$ cat src/sv/joystick_differential_drive_mixer_core_defines.svh
// assertion helpers shared by the mixer rtl
`ifndef JOYSTICK_DIFFERENTIAL_DRIVE_MIXER_CORE_DEFINES_SVH
`define JOYSTICK_DIFFERENTIAL_DRIVE_MIXER_CORE_DEFINES_SVH

// same-cycle implication, checked out of reset
`define JDDM_ASSERT_NOW(lbl, ante, cons, msg) \
  lbl: assert property (@(posedge clk) disable iff (!rst_n) (ante) |-> (cons)) \
    else $error(msg);

// next-cycle implication, checked out of reset
`define JDDM_ASSERT_NEXT(lbl, ante, cons, msg) \
  lbl: assert property (@(posedge clk) disable iff (!rst_n) (ante) |=> (cons)) \
    else $error(msg);

`endif

$ cat src/sv/jddm_pkg.sv
`default_nettype none

package jddm_pkg;

  localparam int SAMPLE_BITS_DEF = 12;
  localparam int CFG_ADDR_BITS   = 5;
  localparam int CFG_DATA_BITS   = 32;
  localparam int BUTTON_LEVEL    = 3800;
  localparam int OUT_DEADBAND    = 4;
  localparam int CMD_LIMIT       = 100;
  localparam int DUTY_BASE       = 500;
  // 3500/99 split as 35 + 35/99, and x/99 as (x*331)>>15 for x below 3466
  localparam int DUTY_WHOLE      = 35;
  localparam int RECIP_99        = 331;
  localparam int RECIP_SHIFT     = 15;
  localparam int QUOT_BITS       = 7;

  localparam int X_CENTER_RST   = 1810;
  localparam int X_DEADBAND_RST = 60;
  localparam int X_MIN_RST      = 840;
  localparam int X_MAX_RST      = 2870;
  localparam int Y_CENTER_RST   = 1880;
  localparam int Y_DEADBAND_RST = 80;
  localparam int Y_MIN_RST      = 900;
  localparam int Y_MAX_RST      = 2920;

  localparam logic [2:0] REG_X_CENTER   = 3'd0;
  localparam logic [2:0] REG_X_DEADBAND = 3'd1;
  localparam logic [2:0] REG_X_MIN      = 3'd2;
  localparam logic [2:0] REG_X_MAX      = 3'd3;
  localparam logic [2:0] REG_Y_CENTER   = 3'd4;
  localparam logic [2:0] REG_Y_DEADBAND = 3'd5;
  localparam logic [2:0] REG_Y_MIN      = 3'd6;
  localparam logic [2:0] REG_Y_MAX      = 3'd7;

  typedef logic signed [7:0] cmd_t;

  typedef struct packed {
    logic done;
    cmd_t cmd;
  } lane_res_t;

  // clamp a mixed sum to the command range, then apply the output dead zone
  function automatic cmd_t out_band(input logic signed [8:0] s);
    cmd_t v;
    if (s > 9'(CMD_LIMIT)) begin
      v = 8'(CMD_LIMIT);
    end else if (s < -9'(CMD_LIMIT)) begin
      v = -8'(CMD_LIMIT);
    end else begin
      v = s[7:0];
    end
    if (v >= -8'(OUT_DEADBAND) && v <= 8'(OUT_DEADBAND)) begin
      v = '0;
    end
    return v;
  endfunction

  // magnitude of a nonzero command, 1..100
  function automatic logic [6:0] cmd_mag(input cmd_t c);
    cmd_t a;
    a = c[7] ? -c : c;
    return a[6:0];
  endfunction

  // 500 + ((mag-1)*3500)/99 without a divider
  function automatic logic [11:0] duty_of(input logic [6:0] mag);
    logic [6:0]  m;
    logic [11:0] t;
    logic [20:0] p;
    m = mag - 7'd1;
    t = 12'(m) * 12'(DUTY_WHOLE);
    p = 21'(t) * 21'(RECIP_99);
    return 12'(DUTY_BASE) + t + 12'(p >> RECIP_SHIFT);
  endfunction

endpackage

`default_nettype wire

$ cat src/sv/jddm_lane.sv
`default_nettype none

`include "joystick_differential_drive_mixer_core_defines.svh"

module jddm_lane #(
  parameter int SAMPLE_BITS = jddm_pkg::SAMPLE_BITS_DEF
) (
  input  wire logic                   clk,
  input  wire logic                   rst_n,
  input  wire logic                   start,
  input  wire logic [SAMPLE_BITS-1:0] raw,
  input  wire logic [SAMPLE_BITS-1:0] center,
  input  wire logic [SAMPLE_BITS-1:0] deadband,
  input  wire logic [SAMPLE_BITS-1:0] min_raw,
  input  wire logic [SAMPLE_BITS-1:0] max_raw,
  output jddm_pkg::lane_res_t         res
);
  import jddm_pkg::*;

  localparam int SW = SAMPLE_BITS + 2;
  localparam int NW = SAMPLE_BITS + QUOT_BITS;
  localparam logic [2:0] LAST_STEP = 3'd1;

  logic signed [SW-1:0] r_s, c_s, le_s, he_s, dl_s, rg_s;
  logic                 inband, pos, zero_c, sat_c;
  logic [NW-1:0]        num_c, dsh_c;

  logic [NW-1:0] rem_r, rem_nxt;
  logic [NW-1:0] div_r, div_nxt;
  logic [6:0]    q_r, q_nxt;
  logic          neg_r, neg_nxt, zero_r, zero_nxt, sat_r, sat_nxt;
  logic          busy_r, busy_nxt, fin_r, fin_nxt;
  logic [2:0]    cnt_r, cnt_nxt;
  logic [6:0]    mag;

  // edges, side, offset and span of the active half
  always_comb begin
    r_s    = $signed({2'b00, raw});
    c_s    = $signed({2'b00, center});
    le_s   = c_s - $signed({2'b00, deadband});
    he_s   = c_s + $signed({2'b00, deadband});
    inband = (r_s >= le_s) && (r_s <= he_s);
    pos    = r_s > c_s;
    dl_s   = pos ? (r_s - he_s) : (le_s - r_s);
    rg_s   = pos ? ($signed({2'b00, max_raw}) - he_s) : (le_s - $signed({2'b00, min_raw}));
    zero_c = inband || rg_s[SW-1] || (rg_s == '0);
    num_c  = NW'(dl_s[SAMPLE_BITS-1:0]) * NW'(CMD_LIMIT);
    dsh_c  = {rg_s[SAMPLE_BITS-1:0], {QUOT_BITS{1'b0}}};
    sat_c  = num_c >= dsh_c;
  end

  always_comb begin
    rem_nxt  = rem_r;
    div_nxt  = div_r;
    q_nxt    = q_r;
    neg_nxt  = neg_r;
    zero_nxt = zero_r;
    sat_nxt  = sat_r;
    busy_nxt = busy_r;
    cnt_nxt  = cnt_r;
    fin_nxt  = 1'b0;
    if (start) begin
      rem_nxt  = num_c;
      div_nxt  = dsh_c >> 1;
      q_nxt    = '0;
      neg_nxt  = !pos;
      zero_nxt = zero_c;
      sat_nxt  = sat_c;
      busy_nxt = 1'b1;
      cnt_nxt  = 3'(QUOT_BITS);
    end else if (busy_r) begin
      // one restoring step per cycle
      if (rem_r >= div_r) begin
        rem_nxt = rem_r - div_r;
        q_nxt   = {q_r[5:0], 1'b1};
      end else begin
        q_nxt   = {q_r[5:0], 1'b0};
      end
      div_nxt = div_r >> 1;
      cnt_nxt = cnt_r - 3'd1;
      if (cnt_r == LAST_STEP) begin
        busy_nxt = 1'b0;
        fin_nxt  = 1'b1;
      end
    end
  end

  always_ff @(posedge clk) begin
    if (!rst_n) begin
      busy_r <= 1'b0;
      fin_r  <= 1'b0;
      cnt_r  <= '0;
    end else begin
      busy_r <= busy_nxt;
      fin_r  <= fin_nxt;
      cnt_r  <= cnt_nxt;
    end
  end

  always_ff @(posedge clk) begin
    rem_r  <= rem_nxt;
    div_r  <= div_nxt;
    q_r    <= q_nxt;
    neg_r  <= neg_nxt;
    zero_r <= zero_nxt;
    sat_r  <= sat_nxt;
  end

  assign mag      = (sat_r || q_r > 7'(CMD_LIMIT)) ? 7'(CMD_LIMIT) : q_r;
  assign res.done = fin_r;
  assign res.cmd  = zero_r ? '0 : (neg_r ? -$signed({1'b0, mag}) : $signed({1'b0, mag}));

  `JDDM_ASSERT_NEXT(a_lane_finish, busy_r && cnt_r == LAST_STEP, fin_r && !busy_r, "lane missed its finish")
  `JDDM_ASSERT_NOW(a_lane_fin_idle, fin_r, !busy_r && !start, "lane restarted while finishing")

endmodule

`default_nettype wire

$ cat src/sv/jddm_mix.sv
`default_nettype none

`include "joystick_differential_drive_mixer_core_defines.svh"

module jddm_mix (
  input  wire logic                clk,
  input  wire logic                rst_n,
  input  wire jddm_pkg::lane_res_t x_res,
  input  wire jddm_pkg::lane_res_t y_res,
  input  wire logic                button,
  input  wire logic                stall,
  output logic                     valid,
  output logic                     button_pressed,
  output jddm_pkg::cmd_t           turn_cmd,
  output jddm_pkg::cmd_t           drive_cmd,
  output jddm_pkg::cmd_t           left_cmd,
  output jddm_pkg::cmd_t           right_cmd,
  output logic                     left_enable,
  output logic                     left_forward,
  output logic [11:0]              left_duty,
  output logic                     right_enable,
  output logic                     right_forward,
  output logic [11:0]              right_duty
);
  import jddm_pkg::*;

  cmd_t held_r, held_nxt;
  cmd_t turn_c;
  logic a_v_r, a_btn_r;
  cmd_t a_turn_r, a_drive_r, a_left_r, a_right_r;
  logic valid_r, valid_nxt;
  logic btn_r, len_r, lfw_r, ren_r, rfw_r;
  cmd_t turn_r, drive_r, left_r, right_r;
  logic [11:0] ldut_r, rdut_r;

  // latched turn is used while the button is down
  assign turn_c   = button ? held_r : x_res.cmd;
  assign held_nxt = (x_res.done && !button) ? x_res.cmd : held_r;

  assign valid_nxt = a_v_r ? 1'b1 : ((valid_r && !stall) ? 1'b0 : valid_r);

  always_ff @(posedge clk) begin
    if (!rst_n) begin
      held_r  <= '0;
      a_v_r   <= 1'b0;
      valid_r <= 1'b0;
    end else begin
      held_r  <= held_nxt;
      a_v_r   <= x_res.done;
      valid_r <= valid_nxt;
    end
  end

  // mixing stage
  always_ff @(posedge clk) begin
    if (x_res.done) begin
      a_btn_r   <= button;
      a_turn_r  <= turn_c;
      a_drive_r <= y_res.cmd;
      a_left_r  <= out_band(9'(y_res.cmd) + 9'(turn_c));
      a_right_r <= out_band(9'(y_res.cmd) - 9'(turn_c));
    end
  end

  // motor stage and output word
  always_ff @(posedge clk) begin
    if (a_v_r) begin
      btn_r   <= a_btn_r;
      turn_r  <= a_turn_r;
      drive_r <= a_drive_r;
      left_r  <= a_left_r;
      right_r <= a_right_r;
      len_r   <= a_left_r != '0;
      lfw_r   <= !a_left_r[7];
      ldut_r  <= (a_left_r == '0) ? '0 : duty_of(cmd_mag(a_left_r));
      ren_r   <= a_right_r != '0;
      rfw_r   <= !a_right_r[7];
      rdut_r  <= (a_right_r == '0) ? '0 : duty_of(cmd_mag(a_right_r));
    end
  end

  assign valid          = valid_r;
  assign button_pressed = btn_r;
  assign turn_cmd       = turn_r;
  assign drive_cmd      = drive_r;
  assign left_cmd       = left_r;
  assign right_cmd      = right_r;
  assign left_enable    = len_r;
  assign left_forward   = lfw_r;
  assign left_duty      = ldut_r;
  assign right_enable   = ren_r;
  assign right_forward  = rfw_r;
  assign right_duty     = rdut_r;

  `JDDM_ASSERT_NOW(a_mix_left_en, valid_r, len_r == (left_r != '0), "left enable disagrees")
  `JDDM_ASSERT_NOW(a_mix_right_duty, valid_r && ren_r, rdut_r >= 12'(DUTY_BASE), "right duty low")

endmodule

`default_nettype wire

$ cat src/sv/joystick_differential_drive_mixer_core.sv
// flow: an accepted sample pair runs through the 7-step quotient divider in each axis lane,
//   then the two output stages, before out_valid; in_stall holds off a new pair until
//   the output word is taken, so only one word is in flight at a time
// reset: synchronous active-low rst_n; config and control registers return to their defaults,
//   held turn clears to 0, nothing is in flight
`default_nettype none

`include "joystick_differential_drive_mixer_core_defines.svh"

module joystick_differential_drive_mixer_core #(
  parameter int SAMPLE_BITS = jddm_pkg::SAMPLE_BITS_DEF
) (
  input  wire logic                              clk,
  input  wire logic                              rst_n,
  input  wire logic                              cfg_psel,
  input  wire logic                              cfg_penable,
  input  wire logic                              cfg_pwrite,
  input  wire logic [jddm_pkg::CFG_ADDR_BITS-1:0] cfg_paddr,
  input  wire logic [jddm_pkg::CFG_DATA_BITS-1:0] cfg_pwdata,
  output logic [jddm_pkg::CFG_DATA_BITS-1:0]      cfg_prdata,
  output logic                                   cfg_pready,
  input  wire logic                              in_valid,
  output logic                                   in_stall,
  input  wire logic [SAMPLE_BITS-1:0]            in_sample_x,
  input  wire logic [SAMPLE_BITS-1:0]            in_sample_y,
  output logic                                   out_valid,
  input  wire logic                              out_stall,
  output logic                                   out_button_pressed,
  output logic signed [7:0]                      out_turn_cmd,
  output logic signed [7:0]                      out_drive_cmd,
  output logic signed [7:0]                      out_left_cmd,
  output logic signed [7:0]                      out_right_cmd,
  output logic                                   out_left_enable,
  output logic                                   out_left_forward,
  output logic [11:0]                            out_left_duty,
  output logic                                   out_right_enable,
  output logic                                   out_right_forward,
  output logic [11:0]                            out_right_duty
);
  import jddm_pkg::*;

  logic [SAMPLE_BITS-1:0] x_center_r, x_deadband_r, x_min_r, x_max_r;
  logic [SAMPLE_BITS-1:0] y_center_r, y_deadband_r, y_min_r, y_max_r;
  logic [2:0]             reg_idx;
  logic [SAMPLE_BITS-1:0] wdata;
  logic                   cfg_wr;
  logic                   in_acc, out_acc;
  logic                   busy_r, busy_nxt;
  logic                   button_r;
  lane_res_t              x_res, y_res;

  assign reg_idx    = cfg_paddr[4:2];
  assign wdata      = cfg_pwdata[SAMPLE_BITS-1:0];
  assign cfg_wr     = cfg_psel && cfg_penable && cfg_pwrite;
  assign cfg_pready = 1'b1;

  always_ff @(posedge clk) begin
    if (!rst_n) begin
      x_center_r   <= SAMPLE_BITS'(X_CENTER_RST);
      x_deadband_r <= SAMPLE_BITS'(X_DEADBAND_RST);
      x_min_r      <= SAMPLE_BITS'(X_MIN_RST);
      x_max_r      <= SAMPLE_BITS'(X_MAX_RST);
      y_center_r   <= SAMPLE_BITS'(Y_CENTER_RST);
      y_deadband_r <= SAMPLE_BITS'(Y_DEADBAND_RST);
      y_min_r      <= SAMPLE_BITS'(Y_MIN_RST);
      y_max_r      <= SAMPLE_BITS'(Y_MAX_RST);
    end else if (cfg_wr) begin
      case (reg_idx)
        REG_X_CENTER:   x_center_r   <= wdata;
        REG_X_DEADBAND: x_deadband_r <= wdata;
        REG_X_MIN:      x_min_r      <= wdata;
        REG_X_MAX:      x_max_r      <= wdata;
        REG_Y_CENTER:   y_center_r   <= wdata;
        REG_Y_DEADBAND: y_deadband_r <= wdata;
        REG_Y_MIN:      y_min_r      <= wdata;
        REG_Y_MAX:      y_max_r      <= wdata;
        default: ;
      endcase
    end
  end

  always_comb begin
    case (reg_idx)
      REG_X_CENTER:   cfg_prdata = CFG_DATA_BITS'(x_center_r);
      REG_X_DEADBAND: cfg_prdata = CFG_DATA_BITS'(x_deadband_r);
      REG_X_MIN:      cfg_prdata = CFG_DATA_BITS'(x_min_r);
      REG_X_MAX:      cfg_prdata = CFG_DATA_BITS'(x_max_r);
      REG_Y_CENTER:   cfg_prdata = CFG_DATA_BITS'(y_center_r);
      REG_Y_DEADBAND: cfg_prdata = CFG_DATA_BITS'(y_deadband_r);
      REG_Y_MIN:      cfg_prdata = CFG_DATA_BITS'(y_min_r);
      REG_Y_MAX:      cfg_prdata = CFG_DATA_BITS'(y_max_r);
      default:        cfg_prdata = '0;
    endcase
  end

  // one word in flight, from acceptance until the result is taken
  assign in_stall = busy_r || !rst_n;
  assign in_acc   = in_valid && !in_stall;
  assign out_acc  = out_valid && !out_stall;
  assign busy_nxt = in_acc ? 1'b1 : (out_acc ? 1'b0 : busy_r);

  always_ff @(posedge clk) begin
    if (!rst_n) begin
      busy_r <= 1'b0;
    end else begin
      busy_r <= busy_nxt;
    end
  end

  always_ff @(posedge clk) begin
    if (in_acc) begin
      button_r <= 32'(in_sample_x) >= 32'(BUTTON_LEVEL);
    end
  end

  jddm_lane #(.SAMPLE_BITS(SAMPLE_BITS)) u_lane_x (
    .clk      (clk),
    .rst_n    (rst_n),
    .start    (in_acc),
    .raw      (in_sample_x),
    .center   (x_center_r),
    .deadband (x_deadband_r),
    .min_raw  (x_min_r),
    .max_raw  (x_max_r),
    .res      (x_res)
  );

  jddm_lane #(.SAMPLE_BITS(SAMPLE_BITS)) u_lane_y (
    .clk      (clk),
    .rst_n    (rst_n),
    .start    (in_acc),
    .raw      (in_sample_y),
    .center   (y_center_r),
    .deadband (y_deadband_r),
    .min_raw  (y_min_r),
    .max_raw  (y_max_r),
    .res      (y_res)
  );

  jddm_mix u_mix (
    .clk            (clk),
    .rst_n          (rst_n),
    .x_res          (x_res),
    .y_res          (y_res),
    .button         (button_r),
    .stall          (out_stall),
    .valid          (out_valid),
    .button_pressed (out_button_pressed),
    .turn_cmd       (out_turn_cmd),
    .drive_cmd      (out_drive_cmd),
    .left_cmd       (out_left_cmd),
    .right_cmd      (out_right_cmd),
    .left_enable    (out_left_enable),
    .left_forward   (out_left_forward),
    .left_duty      (out_left_duty),
    .right_enable   (out_right_enable),
    .right_forward  (out_right_forward),
    .right_duty     (out_right_duty)
  );

  `JDDM_ASSERT_NOW(a_lanes_aligned, 1'b1, x_res.done == y_res.done, "axis lanes out of step")
  `JDDM_ASSERT_NOW(a_out_owned, out_valid || x_res.done, busy_r, "result without a word in flight")

endmodule

`default_nettype wire

$ cat config.mk
export PLATFORM = sky130hd
export DESIGN_NAME = joystick_differential_drive_mixer_core
export DESIGN_NICKNAME = d
export VERILOG_FILES = /design/src/sv/jddm_pkg.sv /design/src/sv/jddm_lane.sv /design/src/sv/jddm_mix.sv /design/src/sv/joystick_differential_drive_mixer_core.sv
export VERILOG_INCLUDE_DIRS = /design/src /design/src/sv
export SDC_FILE = /design/constraint.sdc
export NUM_CORES = 1
export LEC_CHECK = 0
export ABC_AREA = 1
export BUFFER_PORTS_ARGS = -buffer_cell sky130_fd_sc_hd__buf_2
export CORE_ASPECT_RATIO = 1.2
export CORE_MARGIN = 2
export CORE_UTILIZATION = 45
export CTS_CLUSTER_SIZE = 8
export DETAILED_ROUTE_END_ITERATION = 10
export PLACE_DENSITY = 0.73
export SYNTH_ARGS = -nofsm -noshare
export SYNTH_HDL_FRONTEND = slang
export SYNTH_SLANG_ARGS = --single-unit
$ cat constraint.sdc
create_clock -name clk -period 20.7 [get_ports clk]
set_input_delay 3.105 -clock clk [delete_from_list [all_inputs] [get_ports clk]]
set_output_delay 3.105 -clock clk [all_outputs]
set_load 0.1 [all_outputs]
* After elaboration in Yosys (flattened, before gate mapping) *
Index checks and enable logic that the tools add are counted.

operators by class
  multiply operators = 6
  magnitude comparators = 21
  reduce and logical (&&, ||, !) cells = 50
  eq/ne operators = 9
  muxes and demuxes = 46
  bitwise operators = 2
  add/sub/neg operators = 28

operator list
  cell                   count
  $pmux 32 s8            1
  $mux 19                6
  $mux 8                 11
  $mux 18                4
  $sub 12x12->12         4
  $mul 12x9->21 const B  2
  $ge 19x18->1           2
  $ge 19x19->1           2
  $sub 19x18->19         2
  $mul 12x5->17 const B  2
  $logic_not 14->1       2
  $mux 14                2
  $mux 7                 4
  $sub 12x13->14         2
  $sub 13x13->14         2
  $add 12x12->13         2
  $ge 13x13->1           2
  $le 12x13->1           2
  $sub 12x12->13         2
  $add 12x6->12          2
  $add 9x12->12 const A  2
  $gt 12x12->1           2
  $mul 7x6->12 const B   2
  $mux 12                2
  27 further kinds       96

word-level totals
  register bits = 305
  input bits = 68
  word-level logic and storage cells = 212
  output and inout bits = 96

* Depth between registers and ports, before layout *
  depth in word-level cells = 14
  gate-level depth with buffers = 55
  gate-level depth less buffers = 55

* Cells and area by module *
Synthesis repeated with hierarchy kept, for this count alone.

unflattened totals
  cells, all modules = 4649
  area total of the unflattened synthesis = 33967.6 um2

modules (own cells, without submodules)
  module                                  sequential area each (um2)  instances  cells an instance  area an instance (um2)
  jddm_mix                                3022.9                      1          1329               11404.7
  jddm_lane at u_lane_y                   1361.3                      1          1340               9120.0
  jddm_lane at u_lane_x                   1361.3                      1          1289               8733.4
  joystick_differential_drive_mixer_core  1971.9                      1          691                4709.5

* Worst setup path before layout *
OpenSTA, ideal clock, no wires.

  path type = register to register
  start = register u_mix.a_right_r[0]
  end = register u_mix.rdut_r[11], in the netlist u_mix.right_duty[11], data pin
  buffers on the path = 0
  library setup time = 0.254 ns
  period minus slack after synthesis = 8.664 ns
  data arrival time = 8.410 ns
  setup slack = 12.036 ns
  required time = 20.446 ns
  cell stages (with the launch flop) = 51
  path through = edfxtp_1 -> inv_2 -> ha_1 -> inv_1 -> nor2_2 -> nand2_1 -> nand2_2 -> xor2_2 -> nor2_1 -> nand2_1 -> xor2_2 -> xor2_1 -> ha_1 -> fa_1 -> ha_1 -> nand2_1 -> o21ai_0 -> a21oi_1 -> [15 not listed] -> nor3b_1 -> o21ai_0 -> nand2_1 -> ha_1 -> inv_1 -> fa_1 -> nand3_1 -> nand2_1 -> a31oi_1 -> o21ai_0 -> nand2_1 -> nand2_1 -> nand2_1 -> nand2_1 -> nand2_4 -> nand2_1 -> nand2_1 -> nor2_2

on the way
  longest elaborated chain between the ends = 6
  elaborated cells between the ends (all ways) = 8
  those cells by class = 4 x add/sub; 2 x mul; 1 x mux; 1 x reduce/logical

RTL lines
  element                                         RTL line                        source
  start: declaration                              jddm_mix.sv:30                  cmd_t a_turn_r, a_drive_r, a_left_r, a_right_r;
  start signal: assignment                        jddm_mix.sv:61                  a_right_r <= out_band(9'(y_res.cmd) - 9'(turn_c));
  $neg 7->7                                       jddm_pkg.sv:62                  a = c[7] ? -c : c;
  $mux 7                                          jddm_pkg.sv:62
  $sub 7x1->7                                     jddm_pkg.sv:71                  m = mag - 7'd1;
  $mul 7x6->12                                    jddm_pkg.sv:72                  t = 12'(m) * 12'(DUTY_WHOLE);
  $mul 12x9->21 or $add 9x12->12 (tied branches)  jddm_pkg.sv:73, jddm_pkg.sv:74
  $add 12x6->12                                   jddm_pkg.sv:74                  return 12'(DUTY_BASE) + t + 12'(p >> RECIP_SHIFT);
  end signal: assignment                          jddm_mix.sv:78                  rdut_r <= (a_right_r == '0) ? '0 : duty_of(cmd_mag(a_right_r));
  end: declaration                                jddm_mix.sv:34                  logic [11:0] ldut_r, rdut_r;

Several ways; a longest one is shown, not always the timed one.
A chain may end at the register's enable or synchronous reset.

* Worst setup path after layout *
Same ends and word-level chain as after synthesis.

==> impl_metrics.csv <==
group,metric,value,unit
setup_path,reg2regPathDepth,50,
floorplan,fp.dieW,250,um
setup_path,slowest_delay,0.53,ns
global_route,grt_pass1_vias,27700,
global_route,grtUsageMet3,0.0204,
global_route,grtUsageMet1,0.255,
sta,finalCritPeriodShare,0.486,
setup_path,path_max_fanout,10,
synth,yosys-top-cells-area,"ha_1 (21%), edfxtp_1 (15%), inv_1 (9.0%)",
setup_path,r2r-start,"u_mix.a_right_r[0]$_SDFFCE_PP0P_",
synth,synthesis.area,32700,sq um
global_route,grt_pass1_wl,135000,um
routing,drtIter0Drc,1506,
pwr,p_per_area,111,nW/um^2
sta,totalNegativeSetupSlack,0,ns
cts,cts_tree,"done",
cts,cts_buffer_depth,3,
cells_and_area,fin_util,0.491,
global_route,grt_util_all_layers,0.219,
hold_path,hold_class,"reg -> reg",
floorplan,start_util,0.453,
setup_path,path_class,"reg -> reg",
cells_and_area,area_delta_synth_final,8.36,%
pwr,power,0.00393,W
cts,cts_max_level,2,
synth,synth_seq_cells,305,
routing,ant_nets,0,
sta,worst_slack,10.63,ns
global_route,use_met2,0.404,
synth,ys_async_sr_fraction,0,
sta,maxSlewViolCount,0,
sta,max_freq,99.3,MHz
sta,hold_slack,0.417,ns
cts,cts_root_buffer,"clkbuf_16",
routing,wl_per_cell,15.4,um
outcome,outcome,"finished, final reports clean",
setup_path,start_kind,"flop",
hold_path,min_from,"u_mix.a_drive_r[1]$_DFFE_PP_",
setup_path,r2r-end,"u_mix.right_duty[11]$_SDFFCE_PN0P_",
sta,finalHoldViolations,0,
floorplan,coreArea,72200,sq um
synth,synthCells,4370,
global_route,grt_max_degree,64,
synth,synth_edf_count,159,
synth,synth_top_area_share,0.212,
placement,port_buffers,120,
setup_path,arrival,10.37,ns
routing,drc,0,
setup_path,endpoint_kind,"flop",
sta,skew,0.0220,ns
floorplan,rows,108,
placement,hpwl,68000,um
cts,numCtsBuffers,45,
cells_and_area,fillers,7068,
global_route,grt.busiest_layer,"met2",
placement,routabilityCongestion,0.965,
routing,vias,28800,
sta,worst_pin_slew,0.935,ns
floorplan,fp.dieH,299,um
global_route,grt_overflow,0,
cts,clk_latency,0.58,ns
sta,setup_violations,0,
sta,rsz0062_at_grt,"false",
setup_path,rrSetupSlack,10.63,ns
sta,max_slew_margin,0.374,
cells_and_area,final_net_count,5166,
floorplan,io_pins,164,
routing,viasPerCell,5.32,
hold_path,hold_depth,0,
cts,cts_resized,0,
synth,synth.distinct_cells,65,
synth,ys_dominant_reg_cell,"edfxtp_1",
cells_and_area,drive_gt1_frac,0.0641,
cts,path_clk_slew,0.05,ns
routing,drtPass1Iterations,5,
cells_and_area,antenna_cells,0,
synth,yosysTopAreaCell,"ha_1",
sta,fin_crit,10.07,ns
placement,place_ws,10.70,ns
setup_path,cp.required,21.01,ns
hold_path,hold_end,"u_mix.drive_cmd[1]$_DFFE_PP_",
synth,syn_avg_cell_area,7.48,sq um
cts,postCtsSetupBuffers,0,
pwr,vdd_drop_max,0.0000697,V
cts,clkSinkCount,305,
synth,synth_seq_area_share,0.236,
synth,ys_warn_count,0,
cts,cts_hold_buffers,0,
setup_path,slowest_stage,"fa_1",
pwr,p_leak,17.9,nW
global_route,antenna_found_initial,0,
routing,drt_wl_total,83700,um
floorplan,dieArea,74800,sq um
run,cap_violations,0,
setup_path,path_common_cell,"nand2_1",
registers in the layout, indices dropped and copies added (netlist names), 18 cells and up:
| signal | count |
|---|---|
| u_lane_x.rem_r | 19 |
| u_lane_y.rem_r | 19 |
| u_lane_y.div_r | 18 |
| u_lane_x.div_r | 18 |
critical path, delay by kind of cell, from the launching register on:
| family | cells | cell delay, ns |
|---|---|---|
| compound gates | 10 | 1.85 |
| fa+ha+maj | 12 | 4.47 |
| flops | 1 | 0.47 |
| xor+xnor | 1 | 0.38 |
| simple gates | 21 | 1.92 |
| buf+inv | 6 | 0.67 |
cell usage in the layout, fill, tap and decap left out, types with 11 or more instances in the layout:
cell type / synthesis / routed
conb_1: 2 / 21
dfxtp_1: 146 / 145
a221oi_1: 24 / 24
a21oi_1: 363 / 363
inv_2: 19 / 19
o21bai_1: 25 / 25
nand2_1: 767 / 767
fa_1: 81 / 81
xor2_1: 124 / 124
o21ai_0: 319 / 319
buf_4: 27 / 11
nand4_1: 32 / 32
nor2_1: 274 / 274
clkbuf_1: 53 / 21
nand2_2: 12 / 12
xnor2_1: 58 / 58
ha_1: 554 / 554
o21ai_1: 19 / 19
nor3_1: 58 / 58
a21o_1: 17 / 17
nor4_1: 14 / 14
inv_1: 784 / 784
nor2_2: 23 / 23
a31oi_1: 16 / 16
clkbuf_16: 0 / 47
buf_2: 16 / 120
o21ai_2: 11 / 11
nand3_1: 207 / 206
o211ai_1: 30 / 30
o22ai_1: 28 / 28
edfxtp_1: 159 / 159
through the flow:
step           instances  instance area [sq um]
2_1_floorplan       4389                  32700
3_3_place_gp        5351                  34100
3_5_place_dp        5351                  34100
4_1_cts             5425                  35400
5_1_grt             5425                  35400
6_report            5425                  35400
power by group:
part	total, W	leakage, nW	switching [W]	internal [W]
clock	0.000697	0.637	0.000270	0.000427
combinational	0.00249	14.6	0.00156	0.000930
sequential	0.000739	2.66	0.0000156	0.000724
total	0.00393	17.9	0.00185	0.00208
per-layer routing:
metal  share of wire  up-vias
li1                -    14600
met1            0.41    13300
met2            0.50      764
met3           0.040      228
met4           0.051        0
met5               0        -
final cells by class:
class                           count  area (sq um)  area share
Multi-Input combinational cell   3175         21500       0.607
Clock inverter                      2          16.3    0.000459
Sequential cell                   305          7700       0.217
Tap cell                          935          1170      0.0330
Inverter                          805          3030      0.0855
Timing Repair Buffer              131           683      0.0193
Clock buffer                       72          1310      0.0370
Yosys cell counts, drive strengths merged, types with 10 or more instances:
cell type    n
o211ai      31
nor4        14
o2111ai     10
a21oi      369
nor3        59
nand4       32
nor2       298
fa          81
inv        804
nand2      785
edfxtp     159
dfxtp      146
nand3      211
o21ai      350
a221oi      24
o21bai      26
buf         51
xnor2       58
clkbuf      53
xor2       128
ha         554
o22ai       28
a31oi       16
a21o        17
logic make-up after synthesis:
group           after synthesis  synth area share
compound gates              904             0.155
xor+xnor                    186            0.0511
fa+ha+maj                   635             0.262
buf+inv                     909             0.109
flops                       305             0.236
mux                           4           0.00123
other cells                   2          0.000230
simple gates               1425             0.186
worst max-delay path by stage:
| stage | depth (start not counted) | to | slack, ns | start |
|---|---|---|---|---|
| after floorplan | 50 | u_mix.right_duty[11]$_SDFFCE_PN0P_ | 12.04 | u_mix.a_right_r[0]$_SDFFCE_PP0P_ |
| after CTS | 50 | u_mix.right_duty[11]$_SDFFCE_PN0P_ | 10.60 | u_mix.a_right_r[0]$_SDFFCE_PP0P_ |
| after detailed placement | 50 | u_mix.right_duty[11]$_SDFFCE_PN0P_ | 10.70 | u_mix.a_right_r[0]$_SDFFCE_PP0P_ |
| after global routing | 50 | u_mix.right_duty[11]$_SDFFCE_PN0P_ | 9.82 | u_mix.a_right_r[0]$_SDFFCE_PP0P_ |
| after global placement | 50 | u_mix.right_duty[11]$_SDFFCE_PN0P_ | 10.86 | u_mix.a_right_r[0]$_SDFFCE_PP0P_ |
| final | 50 | u_mix.right_duty[11]$_SDFFCE_PN0P_ | 10.63 | u_mix.a_right_r[0]$_SDFFCE_PP0P_ |
No activity file was read; power rests on OpenSTA's default activity.
